--- config.mk ---
export PLATFORM = sky130hd
export DESIGN_NAME = midpoint_ellipse_rasterizer_unit
export DESIGN_NICKNAME = d
export VERILOG_FILES = /design/src/hdl/mer_pkg.sv /design/src/hdl/mer_datapath.sv /design/src/hdl/mer_seq.sv /design/src/hdl/midpoint_ellipse_rasterizer_unit.sv
export SDC_FILE = /design/constraint.sdc
export NUM_CORES = 2
export LEC_CHECK = 0
export ABC_AREA = 1
export BUFFER_PORTS_ARGS = -buffer_cell sky130_fd_sc_hd__buf_2
export CAP_MARGIN = 20
export CORE_MARGIN = 3
export CORE_UTILIZATION = 54
export CTS_CLUSTER_DIAMETER = 60
export DETAILED_ROUTE_END_ITERATION = 7
export GPL_TIMING_DRIVEN = 1
export HOLD_SLACK_MARGIN = 0.05
export PLACE_DENSITY = 0.69
export SYNTH_ARGS = -nofsm -noshare
export SYNTH_HDL_FRONTEND = slang
export SYNTH_SLANG_ARGS = --single-unit
--- constraint.sdc ---
create_clock -name clk -period 10.7 [get_ports clk]
set_input_delay 1.07 -clock clk [delete_from_list [all_inputs] [get_ports clk]]
set_output_delay 1.07 -clock clk [all_outputs]
set_load 0.1 [all_outputs]
--- src/hdl/mer_pkg.sv ---
// Shared types and constants of the midpoint ellipse rasterizer.
// No dependencies; used by the sequencer, the datapath and the top level.
`default_nettype none

package mer_pkg;

    // Width of every coordinate in a result
    localparam int OUT_W = 12;

    // Operation codes of an input item
    localparam logic OP_START = 1'b0;
    localparam logic OP_STEP  = 1'b1;

    // Micro-operations of the shared multiplier / adder datapath
    typedef enum logic [4:0] {
        UOP_NONE,
        UOP_RX2,       // rx2 = rx * rx
        UOP_RY2,       // ry2 = ry * ry
        UOP_TRXRY,     // t   = rx2 * ry
        UOP_Q1A,       // d   = 4*ry2 + rx2, b = 2*t, a = 0
        UOP_DSUB4T,    // d   = d - 4*t
        UOP_RND,       // d   = trunc((d + 2) / 4)
        UOP_HX2,       // t   = hx * hx
        UOP_DHX,       // d   = t * ry2
        UOP_HY2,       // t   = hy * hy
        UOP_THY,       // t   = t * rx2
        UOP_DADDT,     // d   = d + t
        UOP_RXRY,      // t   = rx2 * ry2
        UOP_CMP,       // a - b, sign to status
        UOP_AINC,      // a   = a + 2*ry2
        UOP_DADDA,     // d   = d + a
        UOP_DADDRY2,   // d   = d + ry2
        UOP_BDEC,      // b   = b - 2*rx2
        UOP_DSUBB,     // d   = d - b
        UOP_DADDRX2    // d   = d + rx2
    } uop_t;

    // Sequencer to datapath
    typedef struct packed {
        uop_t uop;
        logic load;    // capture radii of a start item
    } ctrl_t;

    // Datapath to sequencer
    typedef struct packed {
        logic lt;      // a < b, valid during UOP_CMP
        logic d_neg;   // decision < 0
        logic d_pos;   // decision > 0
    } stat_t;

    // Sequencer to output register
    typedef struct packed {
        logic emit;    // load the output register this cycle
        logic pv;      // point set belongs to the ellipse
        logic last;    // point set is valid and its y offset is zero
    } emit_t;

endpackage

`default_nettype wire

--- src/hdl/mer_datapath.sv ---
// Wide datapath: squared radii, decision and slope terms, with one shared
// multiplier and one shared adder driven by micro-ops. Depends on mer_pkg.
`default_nettype none

module mer_datapath #(
    parameter int RADIUS_BITS = 9
) (
    input  wire logic                   clk,
    input  wire logic                   rst_n,
    input  wire mer_pkg::ctrl_t         ctrl,
    input  wire logic [RADIUS_BITS-1:0] radius_x,
    input  wire logic [RADIUS_BITS-1:0] radius_y,
    input  wire logic [RADIUS_BITS+1:0] hx,
    input  wire logic [RADIUS_BITS+1:0] hy,
    output mer_pkg::stat_t              stat
);

    localparam int RW  = RADIUS_BITS;
    localparam int SQW = 2 * RW;
    localparam int HW  = RW + 2;
    localparam int MW  = 2 * RW + 4;
    localparam int DW  = 4 * RW + 5;

    localparam logic signed [DW-1:0] RND_POS = DW'(2);
    localparam logic signed [DW-1:0] RND_NEG = DW'(5);

    logic [RW-1:0]          rx_reg, rx_next;
    logic [RW-1:0]          ry_reg, ry_next;
    logic [SQW-1:0]         rx2_reg, rx2_next;
    logic [SQW-1:0]         ry2_reg, ry2_next;
    logic signed [DW-1:0]   a_reg, a_next;
    logic signed [DW-1:0]   b_reg, b_next;
    logic signed [DW-1:0]   d_reg, d_next;
    logic signed [DW-1:0]   t_reg, t_next;

    logic [MW-1:0]          mul_a, mul_b;
    logic [2*MW-1:0]        prod;
    logic [DW-1:0]          prod_d;
    logic signed [DW-1:0]   add_x, add_y, sum;
    logic                   add_sub;

    // operand views
    logic [MW-1:0]          rx_m, ry_m, rx2_m, ry2_m, t_m, hx_m, hy_m;
    logic signed [DW-1:0]   rx2_d, ry2_d, rx2x2_d, ry2x2_d, ry2x4_d, t4_d;
    logic                   d_big_neg;

    assign rx_m  = {{(MW-RW){1'b0}}, rx_reg};
    assign ry_m  = {{(MW-RW){1'b0}}, ry_reg};
    assign rx2_m = {{(MW-SQW){1'b0}}, rx2_reg};
    assign ry2_m = {{(MW-SQW){1'b0}}, ry2_reg};
    assign t_m   = t_reg[MW-1:0];
    assign hx_m  = {{(MW-HW){1'b0}}, hx};
    assign hy_m  = {{(MW-HW){1'b0}}, hy};

    assign rx2_d   = {{(DW-SQW){1'b0}}, rx2_reg};
    assign ry2_d   = {{(DW-SQW){1'b0}}, ry2_reg};
    assign rx2x2_d = {{(DW-SQW-1){1'b0}}, rx2_reg, 1'b0};
    assign ry2x2_d = {{(DW-SQW-1){1'b0}}, ry2_reg, 1'b0};
    assign ry2x4_d = {{(DW-SQW-2){1'b0}}, ry2_reg, 2'b00};
    assign t4_d    = {t_reg[DW-3:0], 2'b00};

    // shared multiplier and adder
    assign prod   = mul_a * mul_b;
    assign prod_d = prod[DW-1:0];
    assign sum    = add_sub ? (add_x - add_y) : (add_x + add_y);

    // (d+2) is negative exactly when d is negative and not -1 or -2
    assign d_big_neg = d_reg[DW-1] && !(&d_reg[DW-1:1]);

    // micro-op decode
    always_comb
    begin
        mul_a    = '0;
        mul_b    = '0;
        add_x    = d_reg;
        add_y    = '0;
        add_sub  = 1'b0;
        rx_next  = rx_reg;
        ry_next  = ry_reg;
        rx2_next = rx2_reg;
        ry2_next = ry2_reg;
        a_next   = a_reg;
        b_next   = b_reg;
        d_next   = d_reg;
        t_next   = t_reg;

        if (ctrl.load)
        begin
            rx_next = radius_x;
            ry_next = radius_y;
        end

        case (ctrl.uop)
            mer_pkg::UOP_RX2:
            begin
                mul_a    = rx_m;
                mul_b    = rx_m;
                rx2_next = prod[SQW-1:0];
            end
            mer_pkg::UOP_RY2:
            begin
                mul_a    = ry_m;
                mul_b    = ry_m;
                ry2_next = prod[SQW-1:0];
            end
            mer_pkg::UOP_TRXRY:
            begin
                mul_a  = rx2_m;
                mul_b  = ry_m;
                t_next = prod_d;
            end
            mer_pkg::UOP_Q1A:
            begin
                add_x  = ry2x4_d;
                add_y  = rx2_d;
                d_next = sum;
                b_next = {t_reg[DW-2:0], 1'b0};
                a_next = '0;
            end
            mer_pkg::UOP_DSUB4T:
            begin
                add_y   = t4_d;
                add_sub = 1'b1;
                d_next  = sum;
            end
            mer_pkg::UOP_RND:
            begin
                add_y  = d_big_neg ? RND_NEG : RND_POS;
                d_next = sum >>> 2;
            end
            mer_pkg::UOP_HX2:
            begin
                mul_a  = hx_m;
                mul_b  = hx_m;
                t_next = prod_d;
            end
            mer_pkg::UOP_DHX:
            begin
                mul_a  = t_m;
                mul_b  = ry2_m;
                d_next = prod_d;
            end
            mer_pkg::UOP_HY2:
            begin
                mul_a  = hy_m;
                mul_b  = hy_m;
                t_next = prod_d;
            end
            mer_pkg::UOP_THY:
            begin
                mul_a  = t_m;
                mul_b  = rx2_m;
                t_next = prod_d;
            end
            mer_pkg::UOP_DADDT:
            begin
                add_y  = t_reg;
                d_next = sum;
            end
            mer_pkg::UOP_RXRY:
            begin
                mul_a  = rx2_m;
                mul_b  = ry2_m;
                t_next = prod_d;
            end
            mer_pkg::UOP_CMP:
            begin
                add_x   = a_reg;
                add_y   = b_reg;
                add_sub = 1'b1;
            end
            mer_pkg::UOP_AINC:
            begin
                add_x  = a_reg;
                add_y  = ry2x2_d;
                a_next = sum;
            end
            mer_pkg::UOP_DADDA:
            begin
                add_y  = a_reg;
                d_next = sum;
            end
            mer_pkg::UOP_DADDRY2:
            begin
                add_y  = ry2_d;
                d_next = sum;
            end
            mer_pkg::UOP_BDEC:
            begin
                add_x   = b_reg;
                add_y   = rx2x2_d;
                add_sub = 1'b1;
                b_next  = sum;
            end
            mer_pkg::UOP_DSUBB:
            begin
                add_y   = b_reg;
                add_sub = 1'b1;
                d_next  = sum;
            end
            mer_pkg::UOP_DADDRX2:
            begin
                add_y  = rx2_d;
                d_next = sum;
            end
            default:
            begin
            end
        endcase
    end

    // status back to the sequencer
    assign stat.lt    = sum[DW-1];
    assign stat.d_neg = d_reg[DW-1];
    assign stat.d_pos = !d_reg[DW-1] && (|d_reg);

    always_ff @(posedge clk or negedge rst_n)
    begin
        if (!rst_n)
        begin
            rx_reg  <= '0;
            ry_reg  <= '0;
            rx2_reg <= '0;
            ry2_reg <= '0;
            a_reg   <= '0;
            b_reg   <= '0;
            d_reg   <= '0;
            t_reg   <= '0;
        end
        else
        begin
            rx_reg  <= rx_next;
            ry_reg  <= ry_next;
            rx2_reg <= rx2_next;
            ry2_reg <= ry2_next;
            a_reg   <= a_next;
            b_reg   <= b_next;
            d_reg   <= d_next;
            t_reg   <= t_next;
        end
    end

endmodule

`default_nettype wire

--- src/hdl/mer_seq.sv ---
// Sequencer: input handshake, region phase, x/y offsets and the micro-op
// schedule for the shared datapath. Depends on mer_pkg.
`default_nettype none

module mer_seq #(
    parameter int RADIUS_BITS = 9
) (
    input  wire logic                   clk,
    input  wire logic                   rst_n,
    input  wire logic                   in_valid,
    output logic                        in_ready,
    input  wire logic                   op,
    input  wire logic [RADIUS_BITS-1:0] radius_y,
    input  wire logic                   out_free,
    input  wire mer_pkg::stat_t         stat,
    output mer_pkg::ctrl_t              ctrl,
    output mer_pkg::emit_t              emit,
    output logic [RADIUS_BITS:0]        x_off,
    output logic [RADIUS_BITS:0]        y_off,
    output logic [RADIUS_BITS+1:0]      hx,
    output logic [RADIUS_BITS+1:0]      hy
);

    localparam int RW = RADIUS_BITS;

    typedef enum logic [3:0] {
        PH_IDLE = 4'b0001,
        PH_REG1 = 4'b0010,
        PH_REG2 = 4'b0100,
        PH_DONE = 4'b1000
    } phase_t;

    typedef enum logic [26:0] {
        S_IDLE  = 27'h0000001,
        S_RX2   = 27'h0000002,
        S_RY2   = 27'h0000004,
        S_TRXRY = 27'h0000008,
        S_Q1A   = 27'h0000010,
        S_Q1B   = 27'h0000020,
        S_RND1  = 27'h0000040,
        S_CMP   = 27'h0000080,
        S_R1A   = 27'h0000100,
        S_R1B   = 27'h0000200,
        S_R1C   = 27'h0000400,
        S_R1D   = 27'h0000800,
        S_R1E   = 27'h0001000,
        S_HX2   = 27'h0002000,
        S_DHX   = 27'h0004000,
        S_HY2   = 27'h0008000,
        S_THY   = 27'h0010000,
        S_DADDT = 27'h0020000,
        S_RXRY  = 27'h0040000,
        S_DSUB  = 27'h0080000,
        S_RND2  = 27'h0100000,
        S_R2A   = 27'h0200000,
        S_R2B   = 27'h0400000,
        S_R2C   = 27'h0800000,
        S_R2D   = 27'h1000000,
        S_R2E   = 27'h2000000,
        S_EMIT  = 27'h4000000
    } state_t;

    state_t        state_reg, state_next;
    phase_t        phase_reg, phase_next;
    logic [RW:0]   x_reg, x_next;
    logic [RW:0]   y_reg, y_next;
    logic          flag_reg, flag_next;   // decision sign taken before the update
    logic          pv_reg, pv_next;
    logic [RW:0]   y_dec;

    assign in_ready = (state_reg == S_IDLE);
    assign x_off    = x_reg;
    assign y_off    = y_reg;
    assign y_dec    = y_reg - 1'b1;
    assign hx       = {x_reg, 1'b1};
    assign hy       = {y_dec, 1'b1};

    // next state and micro-op
    always_comb
    begin
        state_next = state_reg;
        phase_next = phase_reg;
        x_next     = x_reg;
        y_next     = y_reg;
        flag_next  = flag_reg;
        pv_next    = pv_reg;
        ctrl.uop   = mer_pkg::UOP_NONE;
        ctrl.load  = 1'b0;
        emit.emit  = 1'b0;
        emit.pv    = pv_reg;
        emit.last  = pv_reg && (y_reg == '0);

        case (state_reg)
            S_IDLE:
            begin
                if (in_valid)
                begin
                    if (op == mer_pkg::OP_START)
                    begin
                        ctrl.load  = 1'b1;
                        x_next     = '0;
                        y_next     = {1'b0, radius_y};
                        phase_next = PH_REG1;
                        pv_next    = 1'b1;
                        state_next = S_RX2;
                    end
                    else if (phase_reg == PH_REG1)
                    begin
                        pv_next    = 1'b1;
                        state_next = S_CMP;
                    end
                    else if (phase_reg == PH_REG2)
                    begin
                        pv_next    = 1'b1;
                        state_next = S_R2A;
                    end
                    else
                    begin
                        pv_next    = 1'b0;
                        state_next = S_EMIT;
                    end
                end
            end

            // start: squares and the first decision value
            S_RX2:
            begin
                ctrl.uop   = mer_pkg::UOP_RX2;
                state_next = S_RY2;
            end
            S_RY2:
            begin
                ctrl.uop   = mer_pkg::UOP_RY2;
                state_next = S_TRXRY;
            end
            S_TRXRY:
            begin
                ctrl.uop   = mer_pkg::UOP_TRXRY;
                state_next = S_Q1A;
            end
            S_Q1A:
            begin
                ctrl.uop   = mer_pkg::UOP_Q1A;
                state_next = S_Q1B;
            end
            S_Q1B:
            begin
                ctrl.uop   = mer_pkg::UOP_DSUB4T;
                state_next = S_RND1;
            end
            S_RND1:
            begin
                ctrl.uop   = mer_pkg::UOP_RND;
                state_next = S_EMIT;
            end

            // region 1 step, or hand over to region 2
            S_CMP:
            begin
                ctrl.uop = mer_pkg::UOP_CMP;
                if (stat.lt)
                begin
                    state_next = S_R1A;
                end
                else
                begin
                    phase_next = PH_REG2;
                    state_next = S_HX2;
                end
            end
            S_R1A:
            begin
                ctrl.uop   = mer_pkg::UOP_AINC;
                x_next     = x_reg + 1'b1;
                flag_next  = stat.d_neg;
                state_next = S_R1B;
            end
            S_R1B:
            begin
                ctrl.uop   = mer_pkg::UOP_DADDA;
                state_next = S_R1C;
            end
            S_R1C:
            begin
                ctrl.uop   = mer_pkg::UOP_DADDRY2;
                state_next = flag_reg ? S_EMIT : S_R1D;
            end
            S_R1D:
            begin
                ctrl.uop   = mer_pkg::UOP_BDEC;
                y_next     = y_dec;
                state_next = S_R1E;
            end
            S_R1E:
            begin
                ctrl.uop   = mer_pkg::UOP_DSUBB;
                state_next = S_EMIT;
            end

            // region 2 starting decision
            S_HX2:
            begin
                ctrl.uop   = mer_pkg::UOP_HX2;
                state_next = S_DHX;
            end
            S_DHX:
            begin
                ctrl.uop   = mer_pkg::UOP_DHX;
                state_next = S_HY2;
            end
            S_HY2:
            begin
                ctrl.uop   = mer_pkg::UOP_HY2;
                state_next = S_THY;
            end
            S_THY:
            begin
                ctrl.uop   = mer_pkg::UOP_THY;
                state_next = S_DADDT;
            end
            S_DADDT:
            begin
                ctrl.uop   = mer_pkg::UOP_DADDT;
                state_next = S_RXRY;
            end
            S_RXRY:
            begin
                ctrl.uop   = mer_pkg::UOP_RXRY;
                state_next = S_DSUB;
            end
            S_DSUB:
            begin
                ctrl.uop   = mer_pkg::UOP_DSUB4T;
                state_next = S_RND2;
            end
            S_RND2:
            begin
                ctrl.uop   = mer_pkg::UOP_RND;
                state_next = S_R2A;
            end

            // region 2 step
            S_R2A:
            begin
                ctrl.uop   = mer_pkg::UOP_BDEC;
                y_next     = y_dec;
                flag_next  = stat.d_pos;
                state_next = S_R2B;
            end
            S_R2B:
            begin
                ctrl.uop   = mer_pkg::UOP_DSUBB;
                state_next = S_R2C;
            end
            S_R2C:
            begin
                ctrl.uop   = mer_pkg::UOP_DADDRX2;
                state_next = flag_reg ? S_EMIT : S_R2D;
            end
            S_R2D:
            begin
                ctrl.uop   = mer_pkg::UOP_AINC;
                x_next     = x_reg + 1'b1;
                state_next = S_R2E;
            end
            S_R2E:
            begin
                ctrl.uop   = mer_pkg::UOP_DADDA;
                state_next = S_EMIT;
            end

            // hand the point set to the output register
            S_EMIT:
            begin
                if (out_free)
                begin
                    emit.emit = 1'b1;
                    if (pv_reg && (y_reg == '0))
                    begin
                        phase_next = PH_DONE;
                    end
                    state_next = S_IDLE;
                end
            end

            default:
            begin
                state_next = S_IDLE;
            end
        endcase
    end

    always_ff @(posedge clk or negedge rst_n)
    begin
        if (!rst_n)
        begin
            state_reg <= S_IDLE;
            phase_reg <= PH_IDLE;
            x_reg     <= '0;
            y_reg     <= '0;
            flag_reg  <= 1'b0;
            pv_reg    <= 1'b0;
        end
        else
        begin
            state_reg <= state_next;
            phase_reg <= phase_next;
            x_reg     <= x_next;
            y_reg     <= y_next;
            flag_reg  <= flag_next;
            pv_reg    <= pv_next;
        end
    end

endmodule

`default_nettype wire

--- src/hdl/midpoint_ellipse_rasterizer_unit.sv ---
// Top level of the midpoint ellipse rasterizer: center latch, output
// register and coordinate forming. Uses mer_pkg, mer_seq, mer_datapath.
//
//   channel   handshake             payload
//   input     in_valid / in_ready   op, center_x, center_y, radius_x, radius_y
//   output    out_valid / out_ready x_right, x_left, y_down, y_up,
//                                   point_valid, last_point
//
// Per item, from transfer to the next in_ready: a start runs RX2 to RND1;
// a region-1 step runs CMP and R1A to R1C, plus R1D and R1E unless d < 0;
// the step into region 2 runs CMP, HX2 to RND2, then a region-2 step: R2A
// to R2C, plus R2D and R2E unless d > 0; with no run open, only S_EMIT.
// Reset is asynchronous, active low, and leaves the block idle with no run.
// A result waits in the output register while the next item is taken; the
// sequencer only stalls a ready result on a full register with out_ready low.
`default_nettype none

module midpoint_ellipse_rasterizer_unit #(
    parameter int RADIUS_BITS = 9,
    parameter int COORD_BITS  = 10
) (
    input  wire logic                          clk,
    input  wire logic                          rst_n,
    input  wire logic                          in_valid,
    output logic                               in_ready,
    input  wire logic                          op,
    input  wire logic [COORD_BITS-1:0]         center_x,
    input  wire logic [COORD_BITS-1:0]         center_y,
    input  wire logic [RADIUS_BITS-1:0]        radius_x,
    input  wire logic [RADIUS_BITS-1:0]        radius_y,
    output logic                               out_valid,
    input  wire logic                          out_ready,
    output logic signed [mer_pkg::OUT_W-1:0]   x_right,
    output logic signed [mer_pkg::OUT_W-1:0]   x_left,
    output logic signed [mer_pkg::OUT_W-1:0]   y_down,
    output logic signed [mer_pkg::OUT_W-1:0]   y_up,
    output logic                               point_valid,
    output logic                               last_point
);

    localparam int OW  = mer_pkg::OUT_W;
    localparam int EXA = (COORD_BITS > RADIUS_BITS + 1) ? COORD_BITS : RADIUS_BITS + 1;
    localparam int EXW = ((EXA > OW) ? EXA : OW) + 1;

    mer_pkg::ctrl_t         ctrl;
    mer_pkg::stat_t         stat;
    mer_pkg::emit_t         emit;
    logic [RADIUS_BITS:0]   x_off, y_off;
    logic [RADIUS_BITS+1:0] hx, hy;
    logic                   out_free;

    logic [COORD_BITS-1:0]  cx_reg, cy_reg;
    logic                   out_valid_reg;
    logic [OW-1:0]          x_right_reg, x_left_reg, y_down_reg, y_up_reg;
    logic                   point_valid_reg, last_point_reg;

    logic [EXW-1:0]         cx_e, cy_e, xo_e, yo_e;
    logic [EXW-1:0]         xr_e, xl_e, yd_e, yu_e;

    mer_seq #(
        .RADIUS_BITS (RADIUS_BITS)
    ) u_seq (
        .clk      (clk),
        .rst_n    (rst_n),
        .in_valid (in_valid),
        .in_ready (in_ready),
        .op       (op),
        .radius_y (radius_y),
        .out_free (out_free),
        .stat     (stat),
        .ctrl     (ctrl),
        .emit     (emit),
        .x_off    (x_off),
        .y_off    (y_off),
        .hx       (hx),
        .hy       (hy)
    );

    mer_datapath #(
        .RADIUS_BITS (RADIUS_BITS)
    ) u_datapath (
        .clk      (clk),
        .rst_n    (rst_n),
        .ctrl     (ctrl),
        .radius_x (radius_x),
        .radius_y (radius_y),
        .hx       (hx),
        .hy       (hy),
        .stat     (stat)
    );

    // output register can take a result this cycle
    assign out_free = !out_valid_reg || out_ready;

    // mirrored coordinates, wrapped to the output width
    assign cx_e = {{(EXW-COORD_BITS){1'b0}}, cx_reg};
    assign cy_e = {{(EXW-COORD_BITS){1'b0}}, cy_reg};
    assign xo_e = {{(EXW-RADIUS_BITS-1){1'b0}}, x_off};
    assign yo_e = {{(EXW-RADIUS_BITS-1){1'b0}}, y_off};
    assign xr_e = cx_e + xo_e;
    assign xl_e = cx_e - xo_e;
    assign yd_e = cy_e + yo_e;
    assign yu_e = cy_e - yo_e;

    // center latch on a start transfer
    always_ff @(posedge clk or negedge rst_n)
    begin
        if (!rst_n)
        begin
            cx_reg <= '0;
            cy_reg <= '0;
        end
        else if (in_valid && in_ready && (op == mer_pkg::OP_START))
        begin
            cx_reg <= center_x;
            cy_reg <= center_y;
        end
    end

    // output register
    always_ff @(posedge clk or negedge rst_n)
    begin
        if (!rst_n)
        begin
            out_valid_reg <= 1'b0;
        end
        else if (emit.emit)
        begin
            out_valid_reg <= 1'b1;
        end
        else if (out_ready)
        begin
            out_valid_reg <= 1'b0;
        end
    end

    always_ff @(posedge clk)
    begin
        if (emit.emit)
        begin
            x_right_reg     <= emit.pv ? xr_e[OW-1:0] : '0;
            x_left_reg      <= emit.pv ? xl_e[OW-1:0] : '0;
            y_down_reg      <= emit.pv ? yd_e[OW-1:0] : '0;
            y_up_reg        <= emit.pv ? yu_e[OW-1:0] : '0;
            point_valid_reg <= emit.pv;
            last_point_reg  <= emit.last;
        end
    end

    assign out_valid   = out_valid_reg;
    assign x_right     = x_right_reg;
    assign x_left      = x_left_reg;
    assign y_down      = y_down_reg;
    assign y_up        = y_up_reg;
    assign point_valid = point_valid_reg;
    assign last_point  = last_point_reg;

endmodule

`default_nettype wire

==> qor.yml <==
rr_worst_depth: 43
ys_async_sr_fraction_pct: 86.9
insertion_delay_ns: 0.59
first_pass_iters: 8
via_per_inst: 6.02
cp-end-kind: "flip-flop"
clockRootBuffer: "clkbuf_16"
finalSetupTns_ns: 0
critPathSlowestCell: "fa_1"
crit_type: "reg2reg"
fmax_ghz: 0.0991
hold_buffers: 0
synth-main-ff-cell: "dfrtp_1"
dieArea_sq_mm: 0.0681
final_common_cell: "nand2_1"
fp.dieH_um: 261
cap_violations: 0
final_cell_mix: "nand2_1, inv_1, nor2_1"
hold_depth: 2
ys_seq_elements: 335
drc: 0
clk_pin_slew_ns: 0.06
grt_pass1_wl_um: 190000
grtUsageTotal_pct: 36.5
clk_path_buf_depth: 3
hold_start: "u_datapath.b_reg[19]"
gp_congestion: 1.02
antenna_left: 0
whs_ns: 0.485
ctsHtreeMaxLevel: 2
worst_slew_pin_slew_ns: 1.15
wl_um: 124000
cp_max_fo: 26
synth_seq_area_share_pct: 24.5
ys_types: 66
rsz0062_at_grt: "false"
drtIter0Drc: 3863
setup_viol_count_final: 0
fp-row-count: 92
yosysWarnings: 0
synth_cells: 4584
slew-limit-headroom_pct: 22.6
globalRoute.totalOverflow: 0
cp.required_ns: 11.17
grt_pass1_vias: 32915
crit_path_start_kind: "flip-flop"
grt_max_degree: 87
cp_slowest_stage_delay_ns: 0.58
place.port_buffers: 92
hold_end: "u_datapath.b_reg[19]"
cts_resized: 0
fin_crit_ns: 10.09
power_density_mw_per_mm2: 198
reg2reg_from: "u_seq.state_reg[11]"
die_w_um: 261
hold_path.class: "reg2reg"
via_count: 33215
pin_count: 95
arrival_ns: 10.55
hold_viol_final: 0
min_period_over_period_pct: 94.3
syn_area_sq_mm: 0.0351
r2r_end: "u_datapath.d_reg[31]"
vdd_drop_max_uv: 184
drv_slew: 0
fin_skew_ns: 0.0325
clkSinkCount: 335
cts_tree: "yes"
status: "finished clean"
diodes: 0
layout-drive-gt1-share_pct: 7.68
hpwlAfterDp_um: 93100
post-cts-setup-buffers: 0
initial_utilization_pct: 55.1
regToRegSetupSlack_ns: 0.61
wl_per_cell_um: 22.4
path_common_cell: "nand2_1"
antenna_found_initial: 1
leakage_nw: 19.1
coreArea_sq_mm: 0.0637
cts_buffers: 42
syn_avg_cell_area_sq_um: 7.65
synth_edf_count: 44
area_growth_pct: 8.38
nets: 5205
-- synth_stat cells (14+ instances only) --
cell,n,area [sq um]
o211ai_1,21,158
a21oi_1,252,1260
o221ai_1,57,499
a31oi_1,14,87.6
clkbuf_1,132,495
nand3_1,103,515
fa_1,325,6510
dfrtp_1,289,7230
clkinv_1,14,52.6
inv_1,897,3370
nor3_1,41,205
nand4_1,34,213
o21a_1,15,113
nor4_1,26,163
ha_1,197,2460
xnor2_1,36,315
nor2_2,24,150
o22ai_1,123,769
edfxtp_1,44,1320
a221oi_1,38,333
nor2_1,403,1510
nand2_1,924,3470
xor2_1,69,604
o21ai_0,264,1320
a22oi_1,35,263
-- worst max-delay path by stage --
stage / from / to / slack, ns / cells after the start
global route: u_seq.state_reg[25] / u_datapath.d_reg[31] / 0.05 / 43
detailed placement: u_seq.state_reg[0] / u_datapath.d_reg[31] / 0.56 / 41
CTS: u_seq.state_reg[0] / u_datapath.d_reg[31] / 0.48 / 41
global placement: u_seq.state_reg[0] / u_datapath.d_reg[31] / 0.83 / 41
floorplan: u_seq.state_reg[0] / u_datapath.d_reg[31] / 2.47 / 41
finish: u_seq.state_reg[11] / u_datapath.d_reg[31] / 0.61 / 43
-- through the flow --
step           setup slack [ns]  area (sq um)  total power [mW]  util [%]  std cells
6_report                  0.613         38000              7.54      59.7       5519
5_1_grt                  0.0517         38000              8.01      59.7       5519
4_1_cts                   0.481         38000              7.41      59.7       5518
3_5_place_dp              0.563         36600              5.94      57.5       5441
3_3_place_gp              0.832         36600              5.92      57.5       5441
2_1_floorplan              2.47         35100              4.71         -       4585
-- layout make-up --
cell class | count | area [sq um]
fillers | 5956 | 25600
multi-input cells | 3162 | 22400
flip-flops and latches | 335 | 8610
inverters | 922 | 3460
clock buffers | 62 | 1240
repair buffers | 177 | 1120
well taps | 846 | 1060
clock inverters | 15 | 165
-- power breakdown --
part | switching [mW] | internal [mW]
clock | 0.597 | 0.857
sequential | 0.257 | 1.61
combinational | 2.96 | 1.25
total | 3.82 | 3.72
-- kinds of logic after synthesis --
group                    count (synthesis)  share of synthesized area (%)
other                                    1                         0.0107
AND/OR/NAND/NOR                       1619                           19.4
flip-flops                             335                           24.5
adder cells (fa/ha/maj)                522                           25.6
XOR/XNOR                               105                           2.62
AO/OA/AOI/OAI                          914                           15.9
buffers and inverters                 1088                           11.9
-- worst max-delay path: cells and delay by family, from the launching register on --
| kind | cells | cell delay [ns] |
|---|---|---|
| AO/OA/AOI/OAI | 7 | 2.38 |
| adder cells (fa/ha/maj) | 7 | 3.33 |
| buffers and inverters | 7 | 1.17 |
| flip-flops | 1 | 0.39 |
| AND/OR/NAND/NOR | 22 | 2.69 |
-- layer usage --
| layer | track usage [%] | part of all wire [%] | up-vias |
|---|---|---|---|
| li1 | - | - | 14830 |
| met1 | 47.5 | 39 | 15963 |
| met2 | 57.3 | 44 | 1955 |
| met3 | 8.76 | 11 | 467 |
| met4 | 17.9 | 6.1 | 0 |
| met5 | 0 | 0 | - |
No activity file was read; power rests on OpenSTA's default activity.
